==> src/rtl/core/rfp_pkg.sv <==
// Shared types, widths and constants of the detector level converter.
// Used by rfp_poly, rfp_lin and rf_power_poly_dbm_to_watt_core; depends on nothing.
package rfp_pkg;

   localparam int RFP_ADC_BITS = 12;
   localparam int DATA_W       = 32;
   localparam int CSR_IDX_W    = 3;
   localparam int DB_ONE       = 65536;

   localparam int X_W   = 17;
   localparam int P1_W  = 49;
   localparam int T1_W  = 34;
   localparam int P2_W  = 51;
   localparam int T2_W  = 36;
   localparam int P3_W  = 53;
   localparam int LVL_W = 48;
   localparam int A_W   = 25;
   localparam int PE_W  = 57;
   localparam int E_W   = 24;
   localparam int XS_W  = 27;
   localparam int Y_W   = 28;
   localparam int T_W   = 31;
   localparam int M_W   = 32;

   localparam logic signed [DATA_W-1:0] RST_COEF0  = 32'sd1838116;
   localparam logic signed [DATA_W-1:0] RST_COEF1  = -32'sd575868;
   localparam logic signed [DATA_W-1:0] RST_COEF2  = 32'sd6124916;
   localparam logic signed [DATA_W-1:0] RST_COEF3  = -32'sd73202080;
   localparam logic signed [DATA_W-1:0] RST_OFFSET = 32'sd0;

   localparam logic signed [LVL_W-1:0] LVL_M60 = LVL_W'(-60 * DB_ONE);
   localparam logic signed [LVL_W-1:0] LVL_M30 = LVL_W'(-30 * DB_ONE);
   localparam logic signed [LVL_W-1:0] LVL_P30 = LVL_W'(30 * DB_ONE);

   localparam logic signed [7:0] SH_PW = 8'sd90;
   localparam logic signed [7:0] SH_NW = 8'sd60;
   localparam logic signed [7:0] SH_UW = 8'sd30;
   localparam logic signed [7:0] SH_MW = 8'sd0;
   localparam logic signed [7:0] SH_W  = -8'sd30;
   localparam logic signed [7:0] N_TOP = 8'sd14;

   localparam logic signed [A_W-1:0] A_MAX = A_W'(200 * DB_ONE);
   localparam logic signed [A_W-1:0] A_MIN = A_W'(-200 * DB_ONE);
   localparam logic signed [E_W-1:0] E_SAT  = E_W'(15 * DB_ONE);
   localparam logic signed [E_W-1:0] E_ZERO = E_W'(-17 * DB_ONE);

   localparam logic signed [31:0] LOG2_10_DIV10 = 32'sd1426757253;
   localparam logic [29:0]        LN2_Q30       = 30'd744261118;
   localparam logic [T_W-1:0]     ONE_Q30       = 31'h4000_0000;
   localparam logic [31:0]        RECIP5        = 32'hCCCC_CCCD;
   localparam logic [31:0]        RECIP3        = 32'hAAAA_AAAB;
   localparam logic [DATA_W-1:0]  SAT_POS       = 32'h7FFF_FFFF;
   localparam logic [DATA_W-1:0]  SAT_NEG       = 32'h8000_0000;

   typedef struct packed {
      logic signed [DATA_W-1:0] c0;
      logic signed [DATA_W-1:0] c1;
      logic signed [DATA_W-1:0] c2;
      logic signed [DATA_W-1:0] c3;
      logic signed [DATA_W-1:0] offset;
   } coef_type;

   typedef struct packed {
      logic signed [LVL_W-1:0] level;
      logic                    dbm_mode;
   } lvl_type;

   typedef enum logic [2:0] {
      UNIT_DBM = 3'd0,
      UNIT_W   = 3'd1,
      UNIT_MW  = 3'd2,
      UNIT_UW  = 3'd3,
      UNIT_NW  = 3'd4,
      UNIT_PW  = 3'd5
   } unit_type;

   typedef enum logic [CSR_IDX_W-1:0] {
      CSR_COEF0  = 3'd0,
      CSR_COEF1  = 3'd1,
      CSR_COEF2  = 3'd2,
      CSR_COEF3  = 3'd3,
      CSR_OFFSET = 3'd4
   } csr_index_type;

   // Powers of two in eighth-octave steps, Q1.30.
   function automatic logic [T_W-1:0] pow2_eighth(input logic [2:0] idx);
      logic [T_W-1:0] val;
      unique case (idx)
         3'd0: val = 31'd1073741824;
         3'd1: val = 31'd1170923762;
         3'd2: val = 31'd1276901417;
         3'd3: val = 31'd1392470869;
         3'd4: val = 31'd1518500250;
         3'd5: val = 31'd1655936265;
         3'd6: val = 31'd1805811301;
         3'd7: val = 31'd1969251188;
      endcase
      return val;
   endfunction

endpackage

==> src/rtl/core/rfp_poly.sv <==
// Six-stage pipeline that evaluates the cubic calibration polynomial in Horner form.
// Depends on rfp_pkg for widths and the coefficient and level types.
module rfp_poly #(
   parameter int ADC_BITS = rfp_pkg::RFP_ADC_BITS
) (
   input  logic               clock,
   input  logic               reset,
   input  rfp_pkg::coef_type  coef,
   input  logic               in_valid,
   output logic               in_ready,
   input  logic [ADC_BITS-1:0] in_code,
   input  logic               in_dbm_mode,
   output logic               out_valid,
   input  logic               out_ready,
   output rfp_pkg::lvl_type   out_lvl
);
   import rfp_pkg::*;

   localparam int NS = 6;

   logic [NS-1:0] vld_ff, vld_in, adv;

   logic signed [X_W-1:0]   x_in;
   logic signed [X_W-1:0]   x_ff [0:NS-3];
   logic                    m_ff [0:NS-1];
   logic signed [P1_W-1:0]  p1_ff, p1_in;
   logic signed [T1_W-1:0]  t1_ff, t1_in;
   logic signed [P2_W-1:0]  p2_ff, p2_in;
   logic signed [T2_W-1:0]  t2_ff, t2_in;
   logic signed [P3_W-1:0]  p3_ff, p3_in;
   logic signed [LVL_W-1:0] lvl_ff, lvl_in;

   always_comb begin
      for (int i = 0; i < NS; i++) begin
         adv[i] = out_ready || ((vld_ff | NS'((1 << i) - 1)) != {NS{1'b1}});
      end
   end

   assign vld_in = {vld_ff[NS-2:0], in_valid};

   always_ff @(posedge clock) begin
      if (reset) begin
         vld_ff <= '0;
      end else begin
         vld_ff <= (adv & vld_in) | (~adv & vld_ff);
      end
   end

   assign x_in  = X_W'(in_code);
   assign p1_in = P1_W'(coef.c3) * P1_W'(x_in);
   assign t1_in = T1_W'(coef.c2) + T1_W'(p1_ff >>> 16);
   assign p2_in = P2_W'(t1_ff) * P2_W'(x_ff[1]);
   assign t2_in = T2_W'(coef.c1) + T2_W'(p2_ff >>> 16);
   assign p3_in = P3_W'(t2_ff) * P3_W'(x_ff[3]);
   assign lvl_in = LVL_W'(coef.c0) + LVL_W'(p3_ff >>> 8) - LVL_W'(coef.offset);

   always_ff @(posedge clock) begin
      if (adv[0]) begin
         x_ff[0] <= x_in;
         m_ff[0] <= in_dbm_mode;
         p1_ff   <= p1_in;
      end
      for (int k = 1; k < NS; k++) begin
         if (adv[k]) begin
            m_ff[k] <= m_ff[k-1];
         end
      end
      for (int k = 1; k < NS-2; k++) begin
         if (adv[k]) begin
            x_ff[k] <= x_ff[k-1];
         end
      end
      if (adv[1]) begin
         t1_ff <= t1_in;
      end
      if (adv[2]) begin
         p2_ff <= p2_in;
      end
      if (adv[3]) begin
         t2_ff <= t2_in;
      end
      if (adv[4]) begin
         p3_ff <= p3_in;
      end
      if (adv[5]) begin
         lvl_ff <= lvl_in;
      end
   end

   assign in_ready          = adv[0];
   assign out_valid         = vld_ff[NS-1];
   assign out_lvl.level     = lvl_ff;
   assign out_lvl.dbm_mode  = m_ff[NS-1];

endmodule

==> config.mk <==
export PLATFORM = sky130hd
export DESIGN_NAME = rfp_poly
export DESIGN_NICKNAME = d
export VERILOG_FILES = /design/src/rtl/core/rfp_pkg.sv /design/src/rtl/core/rfp_poly.sv
export SDC_FILE = /design/constraint.sdc
export NUM_CORES = 2
export LEC_CHECK = 0
export BUFFER_PORTS_ARGS = -buffer_cell sky130_fd_sc_hd__buf_2
export CORE_MARGIN = 1
export CORE_UTILIZATION = 34
export DETAILED_ROUTE_END_ITERATION = 6
export MAX_ROUTING_LAYER = met4
export PLACE_DENSITY = 0.51
export SETUP_SLACK_MARGIN = 0.1
export SLEW_MARGIN = 0
export SYNTH_ARGS = -nofsm -noshare
export SYNTH_HDL_FRONTEND = slang
export SYNTH_SLANG_ARGS = --single-unit
==> constraint.sdc <==
create_clock -name clock -period 17.9 [get_ports clock]
set_input_delay 0.895 -clock clock [delete_from_list [all_inputs] [get_ports clock]]
set_output_delay 0.895 -clock clock [all_outputs]
set_load 0.05 [all_outputs]
# == Word level (Yosys, flattened, before mapping) ==
# Memory sizes are Yosys's and may differ from the RTL's.
# Cells that the tools add are included.
# word_totals
ram_bits,74
regBits,273
out_inout_bits,51
mem_count,2
input_bits,177
# classes
eq_ne,5
n_reduce_logical,6
bitwise_logic,5
addsub,4
n_mux,12
n_mul,3
# memory_table
memory,words,word_bits,read_ports,rd_ports_with_merged_regs,wr,line_no,rtl
x_ff,4,17,4,0,4,rfp_poly.sv:24,logic signed [X_W-1:0] x_ff [0:NS-3];
m_ff,6,1,6,0,6,rfp_poly.sv:25,logic m_ff [0:NS-1];
# op_table
cell,count
$mul 36x17->53,1
$mul 34x17->51,1
$sub 46x32->47,1
$add 32x45->46,1
$mul 32x13->45,1
$add 32x35->36,1
$add 32x29->33,1
$and 6x6->6,2
$mux 1,12
$logic_or 1x1->1,6
$ne 6x6->1 const B,1
$not 6->6,1
$or 6x6->6,1
$ne 5x5->1 const B,1
$ne 4x4->1 const B,1
$ne 3x3->1 const B,1
$ne 2x2->1 const B,1
$not 1->1,1

# == Longest topological paths before layout ==
# depth
ltp_word,5
mapped_depth,25
mapped_depth_nobuf,24

# == Worst setup path before layout ==
# No wires, ideal clock.
# synth_timing
kind,flip-flop to flip-flop
from,mem x_ff[3][3]
to,"reg p3_ff[50], data pin"
n_path_buf,2
setup_time_ns,0.263
period_less_slack_ns,6.490
slack_ns,11.410
stages_incl_launch_ff,25
t_arrival_ns,6.228
path_cell_list,edfxtp_1 -> clkbuf_1 -> clkbuf_1 -> and2_1 -> fa_1 -> inv_1 -> fa_1 -> fa_1 -> inv_1 -> fa_1 -> fa_1 -> inv_1 -> fa_1 -> inv_1 -> ha_1 -> a21o_1 -> a21o_1 -> a21oi_1 -> a31oi_2 -> a41o_1 -> a41oi_2 -> a31oi_2 -> a221oi_4 -> a21oi_2 -> xor2_1
# synth_rtl
item,line_no,rtl
start: declaration,rfp_poly.sv:24,
end signal: assignment,rfp_poly.sv:83,p3_ff <= p3_in;
end: declaration,rfp_poly.sv:30,"logic signed [P3_W-1:0] p3_ff, p3_in;"

==> results.md <==
- Nature of the critical path startpoint: flop
- IO Pins: ~230
- Data arrival time of the worst path: about 7900 ps
- Portion of the clock cycle consumed by the worst path in the final layout: between 40 and 50%
- Total half-perimeter wirelength after legalization and detailed placement: between 100000 and 150000 µm
- Total die area: roughly 170000 µm²
- Post-Layout Inst Area: around 63000 µm²
- Avg Inst Size Synth: between 9 and 10 µm²
- Worst slew slack as a fraction of its limit: 24.4%
- Reg-to-reg endpoint: p2_ff[47]
- Cell count after synthesis: 6177
- Area of the mapped netlist: 58200 µm²
- Fraction of layout cells with a size suffix above 1: 5.70%
- Largest clock skew in the final design: approximately 19 ps
- Reg-to-Reg Start: x_ff[1][7]
- Via count of the first global-routing pass: 43000
- # resized after CTS: 0
- Accumulated negative setup slack: 0 ps
- Clock transition at the register clock pins on the worst setup and hold paths after CTS: roughly 60 ps
- Cell types occupying the most area after synthesis: fa_1, edfxtp_1, ha_1
- Slew Limit Fails: 0
- Antenna violations before repair: 10
- Type of the most critical hold path: flop to flop
- Post-CTS Setup Repair Bufs: 0
- Standard cell core area: between 150000 and 200000 µm²
- CTS hold repair buffers: 0
- Count of cell types in the netlist: between 70 and 80
- Number of synthesized register bits: 285
- Count of final setup violators: 0
- Number of clock sinks: roughly 290
- Category of the critical setup timing path: flop to flop
- Layout Area Growth over Synthesis: 7.76%
- Final critical path time including I/O delays and setup: 7530 ps
- GRT Overall Usage: 16.9%
- Largest net degree at the start of global routing: 50
- Launching element of the worst setup path: x_ff[1][7]
- Area after detailed placement: around 61000 µm²
- Net count reported at finish: about 8000
- Final-report hold violation count: 0
- Number of flops mapped to enable cells by yosys: between 200 and 300
- Wire length of the first global-routing pass: roughly 230000 µm
- Clock root buffer master: clkbuf_16
- Clock buffer count from CTS: 41
- Global placer's final weighted congestion: about 0.86
- Placed instance count: ~8400
- Total nets after synthesis: around 8000
- Slew at the pin closest to its max-slew limit: 1130 ps
- Min Hold Slack: roughly 400 ps
- TritonCTS clock tree: yes
- TritonRoute pass-1 iters: 5
- Placement row count: roughly 150
- Required time of the worst setup path: approximately 18000 ps
- Top fanout value on the critical path: 34
- Sequential standard cell area: around 8500 µm²
- Effective utilization at floorplan: between 30% and 40%
- Fraction of registers with async set/reset: 0%
- Main synth FF type: edfxtp_1
- Drt initial violations: ~1900
- Max-Cap Viols: 0
- Endpoint class of the critical path: flop
- Area leader, netlist: fa_1
- Number of H-tree levels: 2
- Most common cell after layout, fill and taps aside: inv_1
- Final WL: 138000 µm
- Count of unresolved DRC violations after routing: 0
- Post-synthesis sequential area ratio: 14.6%
- Average via count per standard cell: 4.62
- Most used cells in the layout excluding fill and tap cells: inv_1, fa_1, and2_1, nand2_1, ha_1
- Buffers added on ports: around 230
- Fraction of post-synthesis cell area in the top cell type by area: roughly two fifths
- WL/cell: roughly 16 µm
- Count of warnings emitted by yosys: 0
- Unrepaired setup endpoints after global routing: no
- Maximum operating frequency: around 130 MHz
- Clock latency of the later-clocked register in the worst-skew pair: 600 ps
- Remaining antenna violation count after routing: 0
- Final std cells w/o fill: 8488
- Die height: slightly above 400 µm
- Routed vias: 39200
- Layout fillers: between 15000 and 20000
- Reg2reg setup slack: 10370 ps
- Bufs on Longest Clock Path: 3
- GRT Residual Overflow: 0
- Status: finished, final reports clean
- Depth of the most critical reg-to-reg path: 22
- Multi-input gate area in the final layout: ~43000 µm²
- Horizontal die dimension: 416 µm
- Worst setup path endpoint: p2_ff[47]
-- worst max-delay path, cell delays in order, from the launching register on --
cell and delay (ps):
edfxtp_1 1090, and2_1 260, fa_1 410, inv_1 80, fa_1 430, fa_1 520, inv_1 50, fa_1 480
fa_1 490, inv_1 60, fa_1 490, inv_1 50, ha_1 310, a21o_1 170, a21o_1 170, a21o_1 170
a221o_1 340, a31oi_1 340, o21ai_1 210, a31oi_1 550, o21ai_0 210, a211oi_1 290, xnor2_1 90
-- sequential cells by signal, summed over array words and instances (netlist names), named ones only --
signal  count
x_ff       48
lvl_ff     47
p3_ff      45
t2_ff      36
p2_ff      35
t1_ff      33
p1_ff      29
m_ff        6
-- worst min-delay path by stage --
| stage | cells past startpoint | slack (ps) | from | end |
|---|---|---|---|---|
| final | 0 | 410 | x_ff[2][1] | x_ff[3][1] |
| after global routing | 0 | 420 | x_ff[2][1] | x_ff[3][1] |
| after CTS | 0 | 410 | x_ff[2][1] | x_ff[3][1] |
| after detailed placement | 0 | 400 | x_ff[2][10] | x_ff[3][10] |
| after global placement | 0 | 400 | m_ff[1] | m_ff[2] |
| after floorplan | 0 | 400 | m_ff[0] | m_ff[1] |
-- through the flow --
stage          utilization (%)  setup slack, ps
2_1_floorplan                -            11410
6_report                  36.9            10370
3_5_place_dp              36.2            10380
5_1_grt                   36.9            10040
3_3_place_gp              36.2            10480
4_1_cts                   36.9            10380
-- area by class of cell --
type / instances / area share [%]
inverters: 1548 / 9.27
repair buffers: 252 / 2.11
clock inverters: 27 / 0.329
flip-flops and latches: 285 / 13.6
multi-input cells: 4104 / 68.5
well taps: 2218 / 4.43
diodes: 8 / 0.0319
clock buffers: 46 / 1.73
-- layer usage --
| metal | vias to the layer above | track usage (%) | wire length [µm] |
|---|---|---|---|
| met4 | 0 | 4.60 | 3860 |
| met1 | 19500 | 22.0 | 64200 |
| met5 | - | - | 0 |
| li1 | 18800 | - | - |
| met3 | 167 | 2.11 | 5660 |
| met2 | 703 | 27.6 | 64100 |
-- kinds of logic (layout without fill, tap and decap cells) --
family                     after synthesis  after routing  share of synthesized area [%]
other                                    0              8                              0
xor gates and xnor gates               195            195                           2.94
AOI/OAI and AO/OA                      637            637                           7.23
and+or+nand+nor                       1654           1654                           14.4
buffers and inverters                 1788           1873                           11.6
muxes                                    2              2                         0.0344
DFF                                    285            285                           14.6
adders and majority gates             1616           1616                           49.2
-- cell usage after synthesis (all sizes together), types with 7 or more instances --
cell	n
o31ai	7
nor3	23
a221oi	9
a211oi	22
nand2	643
nor2	118
and2	678
nand4	32
nand3	43
clkbuf	238
nor2b	30
inv	1548
o21ai	108
a21o	133
and4	7
a31oi	20
xnor2	120
nand2b	21
a21oi	205
and3	30
o211ai	16
xor2	75
edfxtp	279
or2	9
ha	498
fa	1118
o21bai	27
o21a	23
Power is not shown: default switching activity piles up to over one toggle a cycle in this logic, so the estimate is an artifact.
